<file path="config.mk">
export PLATFORM = sky130hd
export DESIGN_NAME = openpgp_packet_deframer_top
export DESIGN_NICKNAME = d
export VERILOG_FILES = /design/src/opd_pkg.sv /design/src/opd_parser.sv /design/src/openpgp_packet_deframer_top.sv
export SDC_FILE = /design/constraint.sdc
export NUM_CORES = 1
export LEC_CHECK = 0
export BUFFER_PORTS_ARGS = -buffer_cell sky130_fd_sc_hd__buf_2
export CAP_MARGIN = 20
export CORE_MARGIN = 1
export CORE_UTILIZATION = 52
export DETAILED_ROUTE_END_ITERATION = 10
export PLACE_DENSITY = 0.77
export RECOVER_POWER = 100
export SYNTH_ARGS = -nofsm -noshare
export SYNTH_HDL_FRONTEND = slang
export SYNTH_SLANG_ARGS = --single-unit
</file>
<file path="constraint.sdc">
create_clock -name clock -period 3.6 [get_ports clock]
set_input_delay 0.72 -clock clock [delete_from_list [all_inputs] [get_ports clock]]
set_output_delay 0.72 -clock clock [all_outputs]
set_load 0.01 [all_outputs]
</file>
<file path="src/opd_pkg.sv">
package opd_pkg;

   typedef enum logic [2:0] {
      PH_TAG     = 3'd0,
      PH_NEWLEN  = 3'd1,
      PH_NEW2ND  = 3'd2,
      PH_LENMORE = 3'd3,
      PH_BODY    = 3'd4,
      PH_SEGLEN  = 3'd5
   } phase_type;

   localparam logic [2:0] ROLE_TAG     = 3'd0;
   localparam logic [2:0] ROLE_LEN     = 3'd1;
   localparam logic [2:0] ROLE_BODY    = 3'd2;
   localparam logic [2:0] ROLE_SEGLEN  = 3'd3;
   localparam logic [2:0] ROLE_DISCARD = 3'd4;

   localparam logic [1:0] KIND_FIXED   = 2'd0;
   localparam logic [1:0] KIND_PARTIAL = 2'd1;
   localparam logic [1:0] KIND_SEG     = 2'd2;

   localparam logic REG_CHECK_TYPE    = 1'b0;
   localparam logic REG_EXPECTED_TYPE = 1'b1;

   localparam logic       CHECK_TYPE_RST    = 1'b1;
   localparam logic [5:0] EXPECTED_TYPE_RST = 6'd2;

   typedef struct packed {
      logic       check_type;
      logic [5:0] expected_type;
   } cfg_type;

   typedef struct packed {
      logic [7:0]  out_byte;
      logic [2:0]  byte_role;
      logic        header_done;
      logic [5:0]  packet_type;
      logic [31:0] packet_length;
      logic [1:0]  partial_kind;
      logic [2:0]  header_length;
      logic        bad_header;
      logic        type_mismatch;
      logic        packet_end;
   } result_type;

endpackage

</file>
<file path="src/opd_parser.sv">
module opd_parser (
   input  logic                clock,
   input  logic                reset,
   input  logic                advance,
   input  logic [7:0]          in_byte,
   input  opd_pkg::cfg_type    cfg,
   output opd_pkg::result_type res
);

   opd_pkg::phase_type phase_ff, phase_in;
   logic [7:0]  tag_ff, tag_in;
   logic [31:0] acc_ff, acc_in;
   logic [2:0]  lbl_ff, lbl_in;
   logic [31:0] body_ff, body_in;
   logic [2:0]  hc_ff, hc_in;
   logic        seg_ff, seg_in;

   logic        hd;
   logic [31:0] hd_len;
   logic [1:0]  hd_kind;
   logic [2:0]  hd_hlen;
   logic [5:0]  pkt_type;
   logic [31:0] acc_shift;
   logic [2:0]  lbl_dec;
   logic [31:0] body_dec;

   assign acc_shift = {acc_ff[23:0], in_byte};
   assign lbl_dec   = (lbl_ff != 3'd0) ? lbl_ff - 3'd1 : 3'd0;
   assign body_dec  = (body_ff != 32'd0) ? body_ff - 32'd1 : 32'd0;

   always_comb begin
      phase_in = phase_ff;
      tag_in   = tag_ff;
      acc_in   = acc_ff;
      lbl_in   = lbl_ff;
      body_in  = body_ff;
      hc_in    = hc_ff;
      seg_in   = seg_ff;
      res      = '0;
      res.out_byte = in_byte;
      hd       = 1'b0;
      hd_len   = '0;
      hd_kind  = opd_pkg::KIND_FIXED;
      hd_hlen  = '0;

      unique case (phase_ff)
         opd_pkg::PH_NEWLEN: begin
            res.byte_role = opd_pkg::ROLE_LEN;
            hc_in = 3'd2;
            if (in_byte < 8'd192) begin
               hd      = 1'b1;
               hd_len  = {24'd0, in_byte};
               hd_hlen = 3'd2;
            end else if (in_byte < 8'd224) begin
               acc_in   = {24'd0, in_byte - 8'd192};
               phase_in = opd_pkg::PH_NEW2ND;
            end else if (in_byte == 8'd255) begin
               acc_in   = '0;
               lbl_in   = 3'd4;
               phase_in = opd_pkg::PH_LENMORE;
            end else begin
               // partial length: report it and drop the continuation
               hd      = 1'b1;
               hd_len  = {24'd0, in_byte};
               hd_kind = opd_pkg::KIND_PARTIAL;
               hd_hlen = 3'd2;
            end
         end
         opd_pkg::PH_NEW2ND: begin
            res.byte_role = opd_pkg::ROLE_LEN;
            hc_in   = 3'd3;
            hd      = 1'b1;
            hd_len  = {acc_ff[23:0], in_byte} + 32'd192;
            hd_hlen = 3'd3;
         end
         opd_pkg::PH_LENMORE: begin
            res.byte_role = opd_pkg::ROLE_LEN;
            hc_in  = hc_ff + 3'd1;
            acc_in = acc_shift;
            lbl_in = lbl_dec;
            if (lbl_dec == 3'd0) begin
               hd      = 1'b1;
               hd_len  = acc_shift;
               hd_hlen = hc_ff + 3'd1;
            end
         end
         opd_pkg::PH_BODY: begin
            res.byte_role = opd_pkg::ROLE_BODY;
            body_in = body_dec;
            if (body_dec == 32'd0) begin
               if (seg_ff) begin
                  acc_in   = '0;
                  lbl_in   = 3'd2;
                  phase_in = opd_pkg::PH_SEGLEN;
               end else begin
                  res.packet_end = 1'b1;
                  phase_in       = opd_pkg::PH_TAG;
               end
            end
         end
         opd_pkg::PH_SEGLEN: begin
            res.byte_role = opd_pkg::ROLE_SEGLEN;
            acc_in = acc_shift;
            lbl_in = lbl_dec;
            if (lbl_dec == 3'd0) begin
               if (acc_shift[15:0] == 16'd0) begin
                  res.packet_end = 1'b1;
                  seg_in         = 1'b0;
                  phase_in       = opd_pkg::PH_TAG;
               end else begin
                  body_in  = {16'd0, acc_shift[15:0]};
                  phase_in = opd_pkg::PH_BODY;
               end
            end
         end
         default: begin
            if (!in_byte[7]) begin
               res.byte_role  = opd_pkg::ROLE_DISCARD;
               res.bad_header = 1'b1;
               phase_in       = opd_pkg::PH_TAG;
            end else begin
               res.byte_role = opd_pkg::ROLE_TAG;
               tag_in = in_byte;
               hc_in  = 3'd1;
               acc_in = '0;
               seg_in = 1'b0;
               if (in_byte[6]) begin
                  phase_in = opd_pkg::PH_NEWLEN;
               end else if (in_byte[1:0] == 2'b11) begin
                  seg_in  = 1'b1;
                  hd      = 1'b1;
                  hd_len  = '0;
                  hd_kind = opd_pkg::KIND_SEG;
                  hd_hlen = 3'd1;
               end else begin
                  lbl_in   = 3'd1 << in_byte[1:0];
                  phase_in = opd_pkg::PH_LENMORE;
               end
            end
         end
      endcase

      // new format keeps 6 type bits, old format 4
      pkt_type = tag_in[6] ? tag_in[5:0] : {2'b00, tag_in[5:2]};

      if (hd) begin
         res.header_done   = 1'b1;
         res.packet_type   = pkt_type;
         res.packet_length = hd_len;
         res.partial_kind  = hd_kind;
         res.header_length = hd_hlen;
         res.type_mismatch = cfg.check_type && (pkt_type != cfg.expected_type);
         if (hd_kind == opd_pkg::KIND_SEG) begin
            lbl_in   = 3'd2;
            acc_in   = '0;
            phase_in = opd_pkg::PH_SEGLEN;
         end else if (hd_kind == opd_pkg::KIND_PARTIAL || hd_len == 32'd0) begin
            res.packet_end = 1'b1;
            phase_in       = opd_pkg::PH_TAG;
         end else begin
            body_in  = hd_len;
            phase_in = opd_pkg::PH_BODY;
         end
      end
   end

   always_ff @(posedge clock) begin
      if (reset) begin
         phase_ff <= opd_pkg::PH_TAG;
         tag_ff   <= '0;
         acc_ff   <= '0;
         lbl_ff   <= '0;
         body_ff  <= '0;
         hc_ff    <= '0;
         seg_ff   <= 1'b0;
      end else if (advance) begin
         phase_ff <= phase_in;
         tag_ff   <= tag_in;
         acc_ff   <= acc_in;
         lbl_ff   <= lbl_in;
         body_ff  <= body_in;
         hc_ff    <= hc_in;
         seg_ff   <= seg_in;
      end
   end

`ifndef SYNTHESIS
   a_body_nonzero: assert property (@(posedge clock) disable iff (reset)
      phase_ff == opd_pkg::PH_BODY |-> body_ff != 32'd0)
      else $error("body phase with zero byte count");

   a_seglen_count: assert property (@(posedge clock) disable iff (reset)
      phase_ff == opd_pkg::PH_SEGLEN |-> (lbl_ff == 3'd1 || lbl_ff == 3'd2))
      else $error("segment length count out of range");

   a_lenmore_count: assert property (@(posedge clock) disable iff (reset)
      phase_ff == opd_pkg::PH_LENMORE |-> lbl_ff != 3'd0)
      else $error("length phase with no length bytes left");
`endif

endmodule

</file>
<file path="src/openpgp_packet_deframer_top.sv">
// Packet stream deframer: one stream byte per word on the req_ channel,
// one tagged word per input byte on the rsp_ channel, in order.
// Each result carries the byte, its role (tag, length, body, segment
// length, discarded) and, on the last header byte, the packet type, body
// length, length kind and header size. packet_end marks the final byte.
// A word is taken when valid is high and stall is low on that channel.
// An accepted byte passes one input register, then the parse logic into
// the result register. Throughput is one byte per cycle while rsp_stall
// is low; the only loop is the parser state, updated once per byte.
// When the receiver stalls, the result holds; at most one more byte is
// taken, and req_stall is high while the input register holds a byte.
// Reset (synchronous, active high) empties both stages, returns the
// parser to waiting for a tag byte and loads check_type = 1 and
// expected_type = 2. Registers sit on the APB port: check_type at 0x0,
// expected_type at 0x4; write them only while the block is idle.
module openpgp_packet_deframer_top (
   input  logic        clock,
   input  logic        reset,
   input  logic        req_valid,
   output logic        req_stall,
   input  logic [7:0]  req_in_byte,
   output logic        rsp_valid,
   input  logic        rsp_stall,
   output logic [7:0]  rsp_out_byte,
   output logic [2:0]  rsp_byte_role,
   output logic        rsp_header_done,
   output logic [5:0]  rsp_packet_type,
   output logic [31:0] rsp_packet_length,
   output logic [1:0]  rsp_partial_kind,
   output logic [2:0]  rsp_header_length,
   output logic        rsp_bad_header,
   output logic        rsp_type_mismatch,
   output logic        rsp_packet_end,
   input  logic        psel,
   input  logic        penable,
   input  logic        pwrite,
   input  logic [2:0]  paddr,
   input  logic [31:0] pwdata,
   output logic [31:0] prdata,
   output logic        pready
);

   logic                in_vld_ff, in_vld_in;
   logic [7:0]          in_byte_ff;
   logic                rsp_vld_ff, rsp_vld_in;
   opd_pkg::result_type rsp_ff, res;
   opd_pkg::cfg_type    cfg_ff;
   logic                advance;
   logic                accept;
   logic                csr_wr;

   assign advance   = in_vld_ff && (!rsp_vld_ff || !rsp_stall);
   assign req_stall = in_vld_ff && !advance;
   assign accept    = req_valid && !req_stall;

   always_comb begin
      in_vld_in = in_vld_ff;
      if (accept) begin
         in_vld_in = 1'b1;
      end else if (advance) begin
         in_vld_in = 1'b0;
      end
      rsp_vld_in = rsp_vld_ff;
      if (advance) begin
         rsp_vld_in = 1'b1;
      end else if (!rsp_stall) begin
         rsp_vld_in = 1'b0;
      end
   end

   always_ff @(posedge clock) begin
      if (reset) begin
         in_vld_ff  <= 1'b0;
         rsp_vld_ff <= 1'b0;
      end else begin
         in_vld_ff  <= in_vld_in;
         rsp_vld_ff <= rsp_vld_in;
      end
   end

   always_ff @(posedge clock) begin
      if (accept) begin
         in_byte_ff <= req_in_byte;
      end
      if (advance) begin
         rsp_ff <= res;
      end
   end

   opd_parser u_parser (
      .clock   (clock),
      .reset   (reset),
      .advance (advance),
      .in_byte (in_byte_ff),
      .cfg     (cfg_ff),
      .res     (res)
   );

   // register file
   assign pready = 1'b1;
   assign csr_wr = psel && penable && pwrite;

   always_ff @(posedge clock) begin
      if (reset) begin
         cfg_ff.check_type    <= opd_pkg::CHECK_TYPE_RST;
         cfg_ff.expected_type <= opd_pkg::EXPECTED_TYPE_RST;
      end else if (csr_wr) begin
         unique case (paddr[2])
            opd_pkg::REG_CHECK_TYPE:    cfg_ff.check_type    <= pwdata[0];
            opd_pkg::REG_EXPECTED_TYPE: cfg_ff.expected_type <= pwdata[5:0];
            default: ;
         endcase
      end
   end

   always_comb begin
      unique case (paddr[2])
         opd_pkg::REG_CHECK_TYPE:    prdata = {31'd0, cfg_ff.check_type};
         opd_pkg::REG_EXPECTED_TYPE: prdata = {26'd0, cfg_ff.expected_type};
         default:                    prdata = '0;
      endcase
   end

   assign rsp_valid         = rsp_vld_ff;
   assign rsp_out_byte      = rsp_ff.out_byte;
   assign rsp_byte_role     = rsp_ff.byte_role;
   assign rsp_header_done   = rsp_ff.header_done;
   assign rsp_packet_type   = rsp_ff.packet_type;
   assign rsp_packet_length = rsp_ff.packet_length;
   assign rsp_partial_kind  = rsp_ff.partial_kind;
   assign rsp_header_length = rsp_ff.header_length;
   assign rsp_bad_header    = rsp_ff.bad_header;
   assign rsp_type_mismatch = rsp_ff.type_mismatch;
   assign rsp_packet_end    = rsp_ff.packet_end;

`ifndef SYNTHESIS
   a_hdr_role: assert property (@(posedge clock) disable iff (reset)
      rsp_vld_ff && rsp_ff.header_done |->
         (rsp_ff.byte_role == opd_pkg::ROLE_TAG || rsp_ff.byte_role == opd_pkg::ROLE_LEN))
      else $error("header end on a non-header word");

   a_bad_hdr: assert property (@(posedge clock) disable iff (reset)
      rsp_vld_ff && rsp_ff.bad_header |->
         (rsp_ff.byte_role == opd_pkg::ROLE_DISCARD && !rsp_ff.header_done
          && !rsp_ff.packet_end))
      else $error("bad header word with packet markers");

   a_mismatch_hdr: assert property (@(posedge clock) disable iff (reset)
      rsp_vld_ff && rsp_ff.type_mismatch |-> rsp_ff.header_done)
      else $error("type mismatch outside header end");
`endif

endmodule
</file>
==> results.yml, run 1 <==
route:
  final_antenna_net_count: 0
  drt_iter0_markers: 1048
  drc_errors: 0
  vias: 9102
  first_pass_iters: 7
  totalWireLength_mm: 28.6
  wl_per_cell_um: 20.3
  vias_per_cell: 6.45
flow_run:
  maxCapViolations: 0
worst_setup_path:
  worstSetupEndpointType: "register"
  worstPathMaxFanout: 6
  arrival_ns: 3.90
  r2r_setup_slack_ns: 0.03
  crit_type: "reg2reg"
  reg2reg_to: "u_parser.body_ff[13]$_SDFFE_PP0P_"
  r2r_start: "in_byte_ff[7]$_DFFE_PP_"
  worstSetupStartpointType: "register"
  worstPathRequired_ns: 3.93
  worstRegToRegCells: 14
timing:
  slew_headroom: 0.292
  setup_viol: 0
  maxSlewViolCount: 0
  fin_hold_ws_ns: 0.451
  skew_ns: 0.0117
  tightest_slew_ns: 1.05
  max_freq_mhz: 280
  min_period_over_period: 0.992
  hold_viol_final: 0
  rsz0062_at_grt: "yes"
  setup_slack_ns: 0.0271
  fin_crit_ns: 3.57
grt:
  first_global_vias: 8278
  grtUsageTotal: 0.320
  antenna_found_initial: 0
  overflow: 0
  grt_max_degree: 58
  grt_pass1_wl_mm: 44.0
cells_and_area:
  seq_area_um2: 3620
  nets: 1235
  syn_to_final_growth_pct: 19.8
  fill_cells: 1466
  multi_input_area_um2: 4840
  drive_gt1_frac: 0.159
  antenna-diode-count: 0
cts:
  cts_buffers: 17
  root_buffer: "clkbuf_16"
  htreeDepth: 4
  cts.path.max_buffers: 2
  clk_pin_slew_ns: 0.06
  cts.sinks: 148
  insertion_delay_ns: 0.44
  cts_tree: "done"
  ctsHoldBuffers: 0
synthesis:
  synth_area_leaders: "edfxtp_1 22%, dfxtp_1 18%, nor2_1 4.3%"
  syn-instance-count: 1036
  synth_most_common_cell: "nor2_1"
  yosys_warnings: 0
  ys_seq_area_frac: 0.405
  syn-cell-area_um2: 8940
  synth_ff_type: "dfxtp_1"
  ys_top_cells_by_count: "103 x nor2_1, 94 x nand2_1, 82 x dfxtp_1"
  synth_top_area_share: 0.222
  ys_ff_latch: 148
  synthArstFlopShare: 0
  yosysUniqueCellTypes: 91
  netlist.top_cell.by_area: "edfxtp_1"
  avgSynthCellArea_um2: 8.63
  synth_edf_count: 66
power:
  cellLeakagePower_uw: 0.00402
  vdd_drop_max_mv: 0.344
  switchingPower_uw: 1570
  p_sw_frac: 0.314
  internal_power_uw: 3420
  power_density_nw_per_um2: 466
  clkPwrFrac: 0.365
  comb_power_share: 0.257
  power_frac_seq: 0.378
place:
  dp_slack_ns: -0.0140
  portBuffers: 87
  gp_congestion: 0.952
  dp_hpwl_mm: 19.6
floorplan:
  die_w_um: 133
  dieHeight_um: 133
  core-area_um2: 16700
  start_util: 0.535
  die_area_um2: 17700
  io-pin-count: 143
  num_rows: 47
status:
  outcome: "finished clean"
worst_hold_path:
  holdPathStages: 1
  hp-start: "req_in_byte[5]"
  hold_path_end: "in_byte_ff[5]$_DFFE_PP_"
  hold_class: "in2reg"
[layout by cell type (no fill, tap or decap), drive strengths merged, types with 12 or more instances in the layout]
master	n
nor2b	16
dfxtp	82
nand2	94
clkbuf	114
xnor2	15
mux2i	14
conb	27
edfxtp	66
o211ai	13
a211oi	17
nor2	103
nor3	39
nand3	32
o21ai	72
inv	24
a21oi	58
a22o	24
nor4	29
or3	12
a31oi	13
and2	12
buf	112
[kinds of logic (layout without fill, tap and decap cells)]
group,Yosys count,count (layout),share of synthesized area
compound gates,293,293,0.229
xor+xnor,22,22,0.0216
simple gates,417,417,0.245
buf+inv,132,263,0.0721
other cells,2,27,0.000840
fa+ha+maj,6,6,0.00840
flops,148,148,0.405
mux,16,16,0.0182
[flip-flops by register name (all words and copies together), names as in the netlist]
signal / flops
u_parser.lbl_ff: 3
rsp_header_done: 1
u_parser.tag_ff: 7
in_byte_ff: 8
rsp_bad_header: 1
u_parser.seg_ff: 1
u_parser.body_ff: 32
rsp_partial_kind: 2
u_parser.phase_ff: 3
rsp_valid: 1
rsp_byte_role: 3
cfg_ff: 7
u_parser.acc_ff: 24
rsp_packet_length: 32
rsp_packet_type: 6
in_vld_ff: 1
rsp_packet_end: 1
rsp_header_length: 3
u_parser.hc_ff: 3
rsp_type_mismatch: 1
rsp_out_byte: 8
[through the flow]
step / utilization / power [µW] / area (µm²) / cells / setup TNS (ns)
floorplan: - / 2660 / 9060 / 1061 / 0
global placement: 0.604 / 3040 / 10100 / 1371 / 0
detailed placement: 0.605 / 3060 / 10100 / 1373 / -0.0140
CTS: 0.640 / 4860 / 10700 / 1405 / -0.0182
global route: 0.641 / 5150 / 10700 / 1412 / -0.220
finish: 0.641 / 4990 / 10700 / 1412 / 0
[power by group through the flow]
stage / Sequential (µW) / Combinational [µW] / Clock (µW)
CTS: 1880 / 1150 / 1830
global route: 1890 / 1360 / 1900
global placement: 1910 / 1120 / 0
floorplan: 1930 / 736 / 0
finish: 1880 / 1280 / 1820
detailed placement: 1920 / 1140 / 0
[how the worst max path moves through the flow]
stage | slack [ns] | to | from | cells after the start
2_1_floorplan | 0.02 | u_parser.body_ff[6]$_SDFFE_PP0P_ | in_byte_ff[7]$_DFFE_PP_ | 12
3_3_place_gp | 0.03 | u_parser.body_ff[0]$_SDFFE_PP0P_ | in_byte_ff[7]$_DFFE_PP_ | 13
3_5_place_dp | -0.01 | u_parser.body_ff[0]$_SDFFE_PP0P_ | in_byte_ff[7]$_DFFE_PP_ | 13
4_1_cts | -0.02 | u_parser.body_ff[0]$_SDFFE_PP0P_ | in_byte_ff[7]$_DFFE_PP_ | 13
5_1_grt | -0.05 | u_parser.body_ff[13]$_SDFFE_PP0P_ | in_byte_ff[7]$_DFFE_PP_ | 14
6_report | 0.03 | u_parser.body_ff[13]$_SDFFE_PP0P_ | in_byte_ff[7]$_DFFE_PP_ | 14
[final cells by class]
cell class              instances  area share
well taps                     220      0.0257
multi-input cells             781       0.452
clock buffers                  20      0.0408
clock inverters                12      0.0147
inverters                      25     0.00912
repair buffers                206       0.119
flip-flops and latches        148       0.338
[routing by layer]
metal	GRT usage	vias up	wire length [µm]
li1	-	4118	-
met1	0.412	4311	11500
met2	0.508	576	13200
met3	0.0605	97	2660
met4	0.176	0	1280
met5	0	-	0
[what timing repair did]
| action | CTS | global route |
|---|---|---|
| setup endpoints to repair | 2 | 56 |
| gates resized for setup | 0 | 14 |
| endpoints found under the hold margin | 0 | 0 |
| cloned | 0 | 3 |
| pin swaps | 1 | 18 |
| buffers inserted | 0 | 4 |
[worst max-delay path, stage by stage, from the launching register on]
cell and delay, ns:
edfxtp_1 0.42, inv_4 0.05, ha_4 0.15, nand3b_1 0.22, nor4_4 0.40, a21o_1 0.18
nand3_1 0.11, or4_1 0.53, or4_4 0.57, buf_6 0.15, o21bai_4 0.18, buf_12 0.15
clkbuf_16 0.14, o2111a_1 0.17, o21ai_1 0.05
Power figures use the tool's default switching activity.
==> inputs of run 2 (changes only) <==
--- a/config.mk
+++ b/config.mk
@@ -6,12 +6,13 @@
 export NUM_CORES = 1
 export LEC_CHECK = 0
 export BUFFER_PORTS_ARGS = -buffer_cell sky130_fd_sc_hd__buf_2
-export CAP_MARGIN = 20
 export CORE_MARGIN = 1
 export CORE_UTILIZATION = 52
 export DETAILED_ROUTE_END_ITERATION = 10
 export PLACE_DENSITY = 0.77
 export RECOVER_POWER = 100
+export SLEW_MARGIN = 20
 export SYNTH_ARGS = -nofsm -noshare
 export SYNTH_HDL_FRONTEND = slang
+export SYNTH_HIERARCHICAL = 1
 export SYNTH_SLANG_ARGS = --single-unit
==> run 2 against run 1 <==
Against the previous run:
- hold slack improved by 0.012 ns
- worst setup slack improved by 0.055 ns
- combinational power down 18%
- area after synthesis increased by 2.1%
- sequential share of layout area hardly changed
- flip-flop and latch count unchanged
- largest cell class unchanged
- power shrank 5.0%
- critical path type unchanged
- synthesized cell count up 5.1%
==> results.yml, run 2 <==
synthesis:
  ys_top_cells_by_count: "121 x nor2_1, 84 x o21ai_0, 82 x dfxtp_1, 82 x nand2_1, 74 x clkbuf_1"
  ys_ff_latch: 148
  synth_most_common_cell: "nor2_1"
  netlist.top_cell.by_area: "edfxtp_1"
  syn-cell-area_um2: 9130
  synth_ff_type: "dfxtp_1"
  yosys_warnings: 6
  yosysUniqueCellTypes: 82
  synth_area_leaders: "edfxtp_1 22%, dfxtp_1 18%, nor2_1 5.0%"
  avgSynthCellArea_um2: 8.38
  synth_top_area_share: 0.217
  ys_seq_area_frac: 0.397
  syn-instance-count: 1089
  synth_edf_count: 66
  synthArstFlopShare: 0
worst_setup_path:
  r2r_setup_slack_ns: 0.08
  worstRegToRegCells: 11
  reg2reg_to: "u_parser/acc_ff[9]$_SDFFE_PP0P_"
  worstPathRequired_ns: 3.91
  worstPathMaxFanout: 12
  worstSetupEndpointType: "register"
  worstSetupStartpointType: "register"
  crit_start: "u_parser/body_ff[0]$_SDFFE_PP0P_"
  crit_type: "reg2reg"
  r2r_start: "u_parser/body_ff[0]$_SDFFE_PP0P_"
  arrival_ns: 3.83
  crit_end: "u_parser/acc_ff[9]$_SDFFE_PP0P_"
route:
  wl_per_cell_um: 19.7
  totalWireLength_mm: 28.5
  final_antenna_net_count: 0
  drt_iter0_markers: 1245
  drc_errors: 0
  first_pass_iters: 7
  vias: 9220
  vias_per_cell: 6.38
place:
  dp_hpwl_mm: 19.5
  dp_slack_ns: 0.0486
  gp_congestion: 0.977
  portBuffers: 87
  placed_cells: 1411
grt:
  first_global_vias: 8224
  grtUsageTotal: 0.307
  grt_max_degree: 104
  grt_pass1_wl_mm: 43.4
  antenna_found_initial: 0
  overflow: 0
timing:
  maxSlewViolCount: 0
  slew_headroom: 0.241
  setup-tns-final_ns: 0
  tightest_slew_ns: 1.13
  max_freq_mhz: 284
  setup_slack_ns: 0.0820
  fin_crit_ns: 3.52
  min_period_over_period: 0.977
  setup_viol: 0
  skew_ns: 0.0111
  hold_viol_final: 0
cells_and_area:
  nets: 1264
  syn_to_final_growth_pct: 17.3
  layout_commonest_cell: "nor2_1"
  antenna-diode-count: 0
  drive_gt1_frac: 0.141
  stdcell_count: 1445
  mostFrequentLayoutCells: "121 x nor2_1, 87 x buf_4, 86 x clkbuf_1, 83 x o21ai_0, 82 x nand2_1"
cts:
  htreeDepth: 4
  cts_buffers: 17
  cts_tree: "done"
  root_buffer: "clkbuf_16"
  cts.path.max_buffers: 2
  post_cts_buffers: 0
  cts.sinks: 148
  clk_pin_slew_ns: 0.06
  insertion_delay_ns: 0.43
power:
  clkPwrFrac: 0.379
  p_sw_frac: 0.304
  power_density_nw_per_um2: 443
  vdd_drop_max_mv: 0.357
  comb_power_share: 0.222
  cellLeakagePower_uw: 0.00406
  internal_power_uw: 3300
  switchingPower_uw: 1440
  power_frac_seq: 0.399
floorplan:
  dieHeight_um: 134
  die_area_um2: 18100
  start_util: 0.530
  io-pin-count: 143
  num_rows: 48
  die_w_um: 134
  core-area_um2: 17200
flow_run:
  maxCapViolations: 0
worst_hold_path:
  hold_class: "in2reg"
status:
  outcome: "finished clean"
[run 2: per-stage QoR]
stage | area [µm²] | hold slack [ns] | utilization | total power (µW)
2_1_floorplan | 9270 | 0.436 | - | 2560
3_3_place_gp | 10200 | 0.447 | 0.590 | 2870
3_5_place_dp | 10200 | 0.461 | 0.590 | 2890
4_1_cts | 10800 | 0.452 | 0.624 | 4670
5_1_grt | 10700 | 0.446 | 0.621 | 4910
6_report | 10700 | 0.462 | 0.621 | 4740
[run 2: worst max-delay path, stage by stage (launching register included)]
cell and delay [ns]:
dfxtp_1 0.32, inv_2 0.07, ha_4 0.13, or4b_4 0.45, or4_4 0.47, o41ai_2 0.29
nand4b_1 0.16, or4_1 0.59, a21boi_4 0.26, a21oi_4 0.12, nand2b_4 0.24, a22o_1 0.29
[run 2: cells by family (layout without fill, tap and decap cells)]
family	count (synthesis)	count (layout)	synth area share
multiplexers	18	18	0.0199
buffers and inverters	152	257	0.0828
other	2	27	0.000823
adder cells (fa/ha/maj)	6	6	0.00822
AO/OA/AOI/OAI	319	319	0.233
XOR/XNOR	15	15	0.0144
AND/OR/NAND/NOR	429	430	0.243
flip-flops	148	148	0.397
[run 2: timing repair]
action,CTS,global route
endpoints found under the setup margin,0,54
resized for setup,0,9
hold buffers,0,0
[run 2: routing by layer]
layer | vias up | global-route usage | share of wire
li1 | 4234 | - | -
met1 | 4350 | 0.421 | 0.42
met2 | 560 | 0.480 | 0.46
met3 | 76 | 0.0529 | 0.090
met4 | 0 | 0.125 | 0.028
met5 | - | 0 | 0
[run 2: how the worst min path moves through the flow]
stage | slack, ns | from | cells past startpoint | end
3_5_place_dp | 0.46 | u_parser/hc_ff[1]$_SDFFE_PP0P_ | 2 | u_parser/hc_ff[1]$_SDFFE_PP0P_
4_1_cts | 0.45 | req_in_byte[3] | 1 | in_byte_ff[3]$_DFFE_PP_
3_3_place_gp | 0.45 | u_parser/hc_ff[1]$_SDFFE_PP0P_ | 2 | u_parser/hc_ff[1]$_SDFFE_PP0P_
2_1_floorplan | 0.44 | u_parser/hc_ff[1]$_SDFFE_PP0P_ | 2 | u_parser/hc_ff[1]$_SDFFE_PP0P_
6_report | 0.46 | req_in_byte[3] | 1 | in_byte_ff[3]$_DFFE_PP_
5_1_grt | 0.45 | req_in_byte[3] | 1 | in_byte_ff[3]$_DFFE_PP_
[run 2: layout make-up]
type                    count  area [µm²]
multi-input cells         815        4930
fillers                  1527        6530
repair buffers            198        1180
well taps                 225         282
clock inverters            12         144
clock buffers              19         443
inverters                  28         105
flip-flops and latches    148        3620
[run 2: power groups by stage]
stage               Sequential, µW  Combinational (µW)  Clock (µW)
floorplan                     1930                 632           0
global placement              1920                 950           0
detailed placement            1920                 967           0
CTS                           1890                 973        1810
global route                  1900                1120        1890
finish                        1890                1050        1800
